<file path="src/sv/acbc_pkg.sv">
// ----------------------------------------------------------------------------
// acbc_pkg
// Shared types, register codes and substitution tables for the AES-256 CBC
// decryption block.
// ----------------------------------------------------------------------------
package acbc_pkg;

    localparam int unsigned NumRounds = 14;
    localparam int unsigned RkIdxW    = 4;
    localparam int unsigned CfgIdxW   = 3;

    localparam logic [RkIdxW-1:0] LastRk = RkIdxW'(NumRounds);

    localparam logic [CfgIdxW-1:0] CfgKey0  = 3'd0;
    localparam logic [CfgIdxW-1:0] CfgKey1  = 3'd1;
    localparam logic [CfgIdxW-1:0] CfgKey2  = 3'd2;
    localparam logic [CfgIdxW-1:0] CfgKey3  = 3'd3;
    localparam logic [CfgIdxW-1:0] CfgIvHi  = 3'd4;
    localparam logic [CfgIdxW-1:0] CfgIvLo  = 3'd5;

    typedef enum logic [1:0] {
        ST_EXP_LOAD,
        ST_EXPAND,
        ST_IDLE,
        ST_ROUND
    } state_t;

    typedef struct packed {
        logic              exp_load;
        logic              exp_step;
        logic [RkIdxW-1:0] exp_idx;
        logic              blk_load;
        logic              rnd_step;
        logic [RkIdxW-1:0] rnd_idx;
        logic              out_load;
    } dp_cmd_t;

    localparam logic [7:0] FwdSbox [256] = '{
        8'h63,8'h7c,8'h77,8'h7b,8'hf2,8'h6b,8'h6f,8'hc5,
        8'h30,8'h01,8'h67,8'h2b,8'hfe,8'hd7,8'hab,8'h76,
        8'hca,8'h82,8'hc9,8'h7d,8'hfa,8'h59,8'h47,8'hf0,
        8'had,8'hd4,8'ha2,8'haf,8'h9c,8'ha4,8'h72,8'hc0,
        8'hb7,8'hfd,8'h93,8'h26,8'h36,8'h3f,8'hf7,8'hcc,
        8'h34,8'ha5,8'he5,8'hf1,8'h71,8'hd8,8'h31,8'h15,
        8'h04,8'hc7,8'h23,8'hc3,8'h18,8'h96,8'h05,8'h9a,
        8'h07,8'h12,8'h80,8'he2,8'heb,8'h27,8'hb2,8'h75,
        8'h09,8'h83,8'h2c,8'h1a,8'h1b,8'h6e,8'h5a,8'ha0,
        8'h52,8'h3b,8'hd6,8'hb3,8'h29,8'he3,8'h2f,8'h84,
        8'h53,8'hd1,8'h00,8'hed,8'h20,8'hfc,8'hb1,8'h5b,
        8'h6a,8'hcb,8'hbe,8'h39,8'h4a,8'h4c,8'h58,8'hcf,
        8'hd0,8'hef,8'haa,8'hfb,8'h43,8'h4d,8'h33,8'h85,
        8'h45,8'hf9,8'h02,8'h7f,8'h50,8'h3c,8'h9f,8'ha8,
        8'h51,8'ha3,8'h40,8'h8f,8'h92,8'h9d,8'h38,8'hf5,
        8'hbc,8'hb6,8'hda,8'h21,8'h10,8'hff,8'hf3,8'hd2,
        8'hcd,8'h0c,8'h13,8'hec,8'h5f,8'h97,8'h44,8'h17,
        8'hc4,8'ha7,8'h7e,8'h3d,8'h64,8'h5d,8'h19,8'h73,
        8'h60,8'h81,8'h4f,8'hdc,8'h22,8'h2a,8'h90,8'h88,
        8'h46,8'hee,8'hb8,8'h14,8'hde,8'h5e,8'h0b,8'hdb,
        8'he0,8'h32,8'h3a,8'h0a,8'h49,8'h06,8'h24,8'h5c,
        8'hc2,8'hd3,8'hac,8'h62,8'h91,8'h95,8'he4,8'h79,
        8'he7,8'hc8,8'h37,8'h6d,8'h8d,8'hd5,8'h4e,8'ha9,
        8'h6c,8'h56,8'hf4,8'hea,8'h65,8'h7a,8'hae,8'h08,
        8'hba,8'h78,8'h25,8'h2e,8'h1c,8'ha6,8'hb4,8'hc6,
        8'he8,8'hdd,8'h74,8'h1f,8'h4b,8'hbd,8'h8b,8'h8a,
        8'h70,8'h3e,8'hb5,8'h66,8'h48,8'h03,8'hf6,8'h0e,
        8'h61,8'h35,8'h57,8'hb9,8'h86,8'hc1,8'h1d,8'h9e,
        8'he1,8'hf8,8'h98,8'h11,8'h69,8'hd9,8'h8e,8'h94,
        8'h9b,8'h1e,8'h87,8'he9,8'hce,8'h55,8'h28,8'hdf,
        8'h8c,8'ha1,8'h89,8'h0d,8'hbf,8'he6,8'h42,8'h68,
        8'h41,8'h99,8'h2d,8'h0f,8'hb0,8'h54,8'hbb,8'h16
    };

    localparam logic [7:0] InvSbox [256] = '{
        8'h52,8'h09,8'h6a,8'hd5,8'h30,8'h36,8'ha5,8'h38,
        8'hbf,8'h40,8'ha3,8'h9e,8'h81,8'hf3,8'hd7,8'hfb,
        8'h7c,8'he3,8'h39,8'h82,8'h9b,8'h2f,8'hff,8'h87,
        8'h34,8'h8e,8'h43,8'h44,8'hc4,8'hde,8'he9,8'hcb,
        8'h54,8'h7b,8'h94,8'h32,8'ha6,8'hc2,8'h23,8'h3d,
        8'hee,8'h4c,8'h95,8'h0b,8'h42,8'hfa,8'hc3,8'h4e,
        8'h08,8'h2e,8'ha1,8'h66,8'h28,8'hd9,8'h24,8'hb2,
        8'h76,8'h5b,8'ha2,8'h49,8'h6d,8'h8b,8'hd1,8'h25,
        8'h72,8'hf8,8'hf6,8'h64,8'h86,8'h68,8'h98,8'h16,
        8'hd4,8'ha4,8'h5c,8'hcc,8'h5d,8'h65,8'hb6,8'h92,
        8'h6c,8'h70,8'h48,8'h50,8'hfd,8'hed,8'hb9,8'hda,
        8'h5e,8'h15,8'h46,8'h57,8'ha7,8'h8d,8'h9d,8'h84,
        8'h90,8'hd8,8'hab,8'h00,8'h8c,8'hbc,8'hd3,8'h0a,
        8'hf7,8'he4,8'h58,8'h05,8'hb8,8'hb3,8'h45,8'h06,
        8'hd0,8'h2c,8'h1e,8'h8f,8'hca,8'h3f,8'h0f,8'h02,
        8'hc1,8'haf,8'hbd,8'h03,8'h01,8'h13,8'h8a,8'h6b,
        8'h3a,8'h91,8'h11,8'h41,8'h4f,8'h67,8'hdc,8'hea,
        8'h97,8'hf2,8'hcf,8'hce,8'hf0,8'hb4,8'he6,8'h73,
        8'h96,8'hac,8'h74,8'h22,8'he7,8'had,8'h35,8'h85,
        8'he2,8'hf9,8'h37,8'he8,8'h1c,8'h75,8'hdf,8'h6e,
        8'h47,8'hf1,8'h1a,8'h71,8'h1d,8'h29,8'hc5,8'h89,
        8'h6f,8'hb7,8'h62,8'h0e,8'haa,8'h18,8'hbe,8'h1b,
        8'hfc,8'h56,8'h3e,8'h4b,8'hc6,8'hd2,8'h79,8'h20,
        8'h9a,8'hdb,8'hc0,8'hfe,8'h78,8'hcd,8'h5a,8'hf4,
        8'h1f,8'hdd,8'ha8,8'h33,8'h88,8'h07,8'hc7,8'h31,
        8'hb1,8'h12,8'h10,8'h59,8'h27,8'h80,8'hec,8'h5f,
        8'h60,8'h51,8'h7f,8'ha9,8'h19,8'hb5,8'h4a,8'h0d,
        8'h2d,8'he5,8'h7a,8'h9f,8'h93,8'hc9,8'h9c,8'hef,
        8'ha0,8'he0,8'h3b,8'h4d,8'hae,8'h2a,8'hf5,8'hb0,
        8'hc8,8'heb,8'hbb,8'h3c,8'h83,8'h53,8'h99,8'h61,
        8'h17,8'h2b,8'h04,8'h7e,8'hba,8'h77,8'hd6,8'h26,
        8'he1,8'h69,8'h14,8'h63,8'h55,8'h21,8'h0c,8'h7d
    };

endpackage

</file>
<file path="src/sv/acbc_ctrl.sv">
// ----------------------------------------------------------------------------
// acbc_ctrl
// Sequencer: key expansion steps, block rounds and the result register.
// ----------------------------------------------------------------------------
module acbc_ctrl (
    input  logic                            aclk,
    input  logic                            aresetn,
    input  logic                            cfg_valid,
    input  logic [acbc_pkg::CfgIdxW-1:0]    cfg_index,
    output logic                            cfg_ready,
    input  logic                            s_valid,
    output logic                            s_ready,
    output logic                            m_valid,
    input  logic                            m_ready,
    output acbc_pkg::dp_cmd_t               cmd
);

    acbc_pkg::state_t                 state_reg, state_next;
    logic [acbc_pkg::RkIdxW-1:0]      cnt_reg, cnt_next;
    logic                             out_valid_reg, out_valid_next;
    logic                             key_wr;

    assign cfg_ready = 1'b1;
    assign m_valid   = out_valid_reg;
    assign key_wr    = cfg_valid && (cfg_index <= acbc_pkg::CfgKey3);

    always_ff @(posedge aclk) begin
        if (!aresetn) begin
            state_reg     <= acbc_pkg::ST_EXP_LOAD;
            cnt_reg       <= '0;
            out_valid_reg <= 1'b0;
        end else begin
            state_reg     <= state_next;
            cnt_reg       <= cnt_next;
            out_valid_reg <= out_valid_next;
        end
    end

    always_comb begin
        state_next     = state_reg;
        cnt_next       = cnt_reg;
        cmd            = '0;
        s_ready        = 1'b0;
        out_valid_next = out_valid_reg && !m_ready;
        unique case (state_reg)
            acbc_pkg::ST_EXP_LOAD: begin
                cmd.exp_load = 1'b1;
                cnt_next     = '0;
                state_next   = acbc_pkg::ST_EXPAND;
            end
            acbc_pkg::ST_EXPAND: begin
                cmd.exp_step = 1'b1;
                cmd.exp_idx  = cnt_reg;
                if (cnt_reg == acbc_pkg::LastRk) begin
                    state_next = acbc_pkg::ST_IDLE;
                end else begin
                    cnt_next = cnt_reg + 1'b1;
                end
            end
            acbc_pkg::ST_IDLE: begin
                s_ready     = 1'b1;
                cmd.rnd_idx = acbc_pkg::LastRk;
                if (s_valid) begin
                    cmd.blk_load = 1'b1;
                    cnt_next     = acbc_pkg::LastRk - 1'b1;
                    state_next   = acbc_pkg::ST_ROUND;
                end
            end
            acbc_pkg::ST_ROUND: begin
                cmd.rnd_idx = cnt_reg;
                if (cnt_reg != '0) begin
                    cmd.rnd_step = 1'b1;
                    cnt_next     = cnt_reg - 1'b1;
                end else if (!out_valid_reg || m_ready) begin
                    cmd.out_load   = 1'b1;
                    out_valid_next = 1'b1;
                    state_next     = acbc_pkg::ST_IDLE;
                end
            end
            default: state_next = acbc_pkg::ST_EXP_LOAD;
        endcase
        // a new key restarts the expansion
        if (key_wr) begin
            state_next = acbc_pkg::ST_EXP_LOAD;
        end
    end

endmodule

</file>
<file path="config.mk">
export PLATFORM = sky130hd
export DESIGN_NAME = acbc_ctrl
export DESIGN_NICKNAME = d
export VERILOG_FILES = /design/src/sv/acbc_pkg.sv /design/src/sv/acbc_ctrl.sv
export SDC_FILE = /design/constraint.sdc
export NUM_CORES = 1
export LEC_CHECK = 0
export BUFFER_PORTS_ARGS = -buffer_cell sky130_fd_sc_hd__buf_2
export CORE_MARGIN = 8
export CORE_UTILIZATION = 41
export CTS_CLUSTER_DIAMETER = 200
export DETAILED_ROUTE_END_ITERATION = 8
export PLACE_DENSITY = 0.67
export SYNTH_ARGS = -nofsm -noshare
export SYNTH_HDL_FRONTEND = slang
export SYNTH_SLANG_ARGS = --single-unit
</file>
<file path="constraint.sdc">
create_clock -name aclk -period 2.5 [get_ports aclk]
set_input_delay 0.125 -clock aclk [delete_from_list [all_inputs] [get_ports aclk]]
set_output_delay 0.125 -clock aclk [all_outputs]
set_load 0.005 [all_outputs]
</file>
==> flow_metrics.py <==
metrics = {
    "placed_design": {
        "place_area_um2": 683.2,
        "dp_hpwl_um": 1112,
        "portBuffers": 20,
        "dp_slack_ns": 0.8912,
        "gp_congestion": 0.7697,
        "post-place-cells": 109,
    },
    "routing": {
        "firstDrtPassIters": 4,
        "via_per_inst": 5.398,
        "wire_per_inst_um": 12.82,
        "vias": 610,
        "routed_wl_um": 1449,
        "first_iter_violations": 6,
        "ant_nets": 0,
        "drcViolationCount": 0,
    },
    "floorplan": {
        "coreArea_um2": 1301,
        "rows": 13,
        "initial_core_util": 0.4375,
        "die_width_um": 53.26,
        "pin_count": 24,
        "dieArea_um2": 2837,
        "fp.dieH_um": 53.26,
    },
    "clock_network": {
        "cts_max_path_buffers": 2,
        "h-tree-depth": 1,
        "cts_root_buf": "clkbuf_4",
        "clkLatencyLatePin_ns": 0.25,
        "cts.clk_slew.worst_paths_ns": 0.05,
        "cts_resized": 0,
        "cts_buffers": 3,
        "cts_tree": "done",
        "cts_sinks": 7,
        "post_cts_buffers": 0,
        "ctsHoldBuffers": 0,
    },
    "sta": {
        "finalClockSkew_ns": 0.0003294,
        "whs_ns": 0.1701,
        "fin_setup_tns_ns": 0,
        "post-route-min-period_ns": 1.616,
        "max_freq_ghz": 0.6187,
        "min_period_over_period": 0.6465,
        "fin_ws_ns": 0.8838,
        "setup_viol": 0,
        "rsz0062_at_grt": "no",
        "hold_viol_final": 0,
        "slew_viol_final": 0,
    },
    "setup_path": {
        "critPathArrivalTime_ns": 1.76,
        "max_stage_delay_ns": 0.34,
        "cp_slowest_cell": "ha_1",
        "cp-startpoint": "state_reg[0]",
        "crit_path_end_kind": "flip-flop",
        "r2r_start": "state_reg[0]",
        "required_ns": 2.64,
        "start_kind": "flip-flop",
        "cp_top_family": "adder cells",
        "critPathBufInv": 1,
        "path_cells": "inv_1 -> nor2_1 -> ha_1 -> o2111ai_1 -> nand3_1 -> xor2_1 -> a32o_1",
        "path_max_fanout": 7,
        "path_class": "flip-flop to flip-flop",
    },
    "power_and_ir_drop": {
        "seq_power_share": 0.476,
        "power.leakage_nw": 0.4128,
        "p_clk_frac": 0.408,
        "powerDensity_nw_per_um2": 349.0,
        "intPower_uw": 188.0,
        "pwr-share-comb": 0.116,
        "ir_drop_v": 0.0004285,
        "netSwitchingPower_uw": 59.58,
        "finalPower_uw": 247.6,
        "switching_share": 0.2406,
    },
    "layout": {
        "diodes": 0,
        "fillers": 143,
        "final_area_um2": 709.4,
        "nNetsFinal": 110,
        "drive_above_1_share": 0.3061,
        "syn_to_final_growth_pct": 24.62,
        "regArea_um2": 140.1,
        "multi_input_area_um2": 379.1,
        "fin_cells": 113,
        "largest_reg_flops": 4,
        "final_util": 0.5452,
    },
    "grt": {
        "grt-ovfl-total": 0,
        "grt_pass1_wl_um": 2277,
        "grt_usage": 0.1052,
        "grt_pass1_vias": 525,
        "grt_max_degree": 14,
        "antenna_found_initial": 0,
    },
    "logic_synthesis": {
        "synth_edf_count": 0,
        "avgSynthCellArea_um2": 7.591,
        "syn_nets": 86,
        "synthArstFlopShare": 0,
        "syn_area_um2": 569.3,
        "synth.most_common_cell": "a21oi_1",
        "netlist.top_cell.by_area": "dfxtp_1",
        "synth_area_leaders": "dfxtp_1 25%, and3_1 7.7%, a21oi_1 7.0%, ha_1 6.6%, nor2b_1 4.4%",
        "synth-seq-cells": 7,
        "yosys_warnings": 0,
        "synth_commonest_cells": "8 x a21oi_1, 7 x and3_1, 7 x dfxtp_1",
        "yosysSeqAreaShare": 0.2462,
        "yosysTopAreaCellShare": 0.2462,
        "syn_inst": 75,
        "ys_types": 32,
        "ys.flop_type": "dfxtp_1",
    },
    "run_status": {
        "status": "completed",
    },
    "worst_hold_path": {
        "hp-class": "input port to flip-flop",
        "min_from": "aresetn",
    },
    "run": {
        "maxCapViolCount": 0,
    },
}
[final cells by class]
class	count	share of cell area
multi-input cells	58	0.5344
well taps	15	0.02646
inverters	6	0.03175
flip-flops and latches	7	0.1975
clock buffers	4	0.03704
repair buffers	23	0.1728
[power by group through the flow]
stage	clock (mW)	sequential, mW	combinational (mW)
final	0.101	0.118	0.0288
after global routing	0.109	0.118	0.0326
after floorplan	0	0.119	0.0184
after global placement	0	0.120	0.0282
after CTS	0.105	0.118	0.0290
after detailed placement	0	0.120	0.0289
[layer usage]
layer / wire length, µm / GRT usage
met1: 622 / 0.1250
met2: 687 / 0.1738
met3: 139 / 0.04762
met4: 0 / 0.01261
met5: 0 / 0
[cell families (layout without fill, tap and decap cells)]
kind of cell,count (synthesis),in the layout,share of synthesized area
simple gates,33,33,0.3429
buf+inv,10,33,0.08790
other cells,1,1,0.006587
compound gates,18,18,0.2022
xor+xnor,2,2,0.03077
mux,1,1,0.01758
flops,7,7,0.2461
fa+ha+maj,3,3,0.06594
[cells in the final DEF, fill, tap and decap left out]
master,instances
clkbuf_4,3
nand2_1,5
nand2b_1,1
nor2_1,6
inv_1,5
clkbuf_1,1
o21a_1,2
nor4b_4,1
nand3_1,2
o21ai_2,1
a21oi_1,8
buf_2,20
mux2i_1,1
a21o_1,2
conb_1,1
o21ai_0,2
nor2b_1,4
a32o_1,1
inv_2,1
xor2_1,1
nor3_1,3
dfxtp_1,7
and4b_1,1
or2_2,1
buf_4,3
nor3b_1,1
ha_1,3
nor4_1,1
and3_1,7
o211ai_1,1
xnor2_1,1
o2111ai_1,1
[path summary, 6_finish.rpt]
| check | to | slack, ns | depth (start not counted) |
|---|---|---|---|
| setup reg to reg | cnt_reg[3] | 0.88 | 7 |
| hold / removal | cnt_reg[1] | 0.17 | 2 |
| hold reg to reg | state_reg[1] | 0.56 | 2 |
| setup / recovery | cnt_reg[3] | 0.88 | 7 |
[worst reg2reg max path, stage by stage (launching register included)]
cell	delay, ns
dfxtp_1	0.30
inv_1	0.17
nor2_1	0.10
ha_1	0.34
o2111ai_1	0.12
nand3_1	0.12
xor2_1	0.16
a32o_1	0.20
Note: power is estimated with default switching activity, not from simulation.
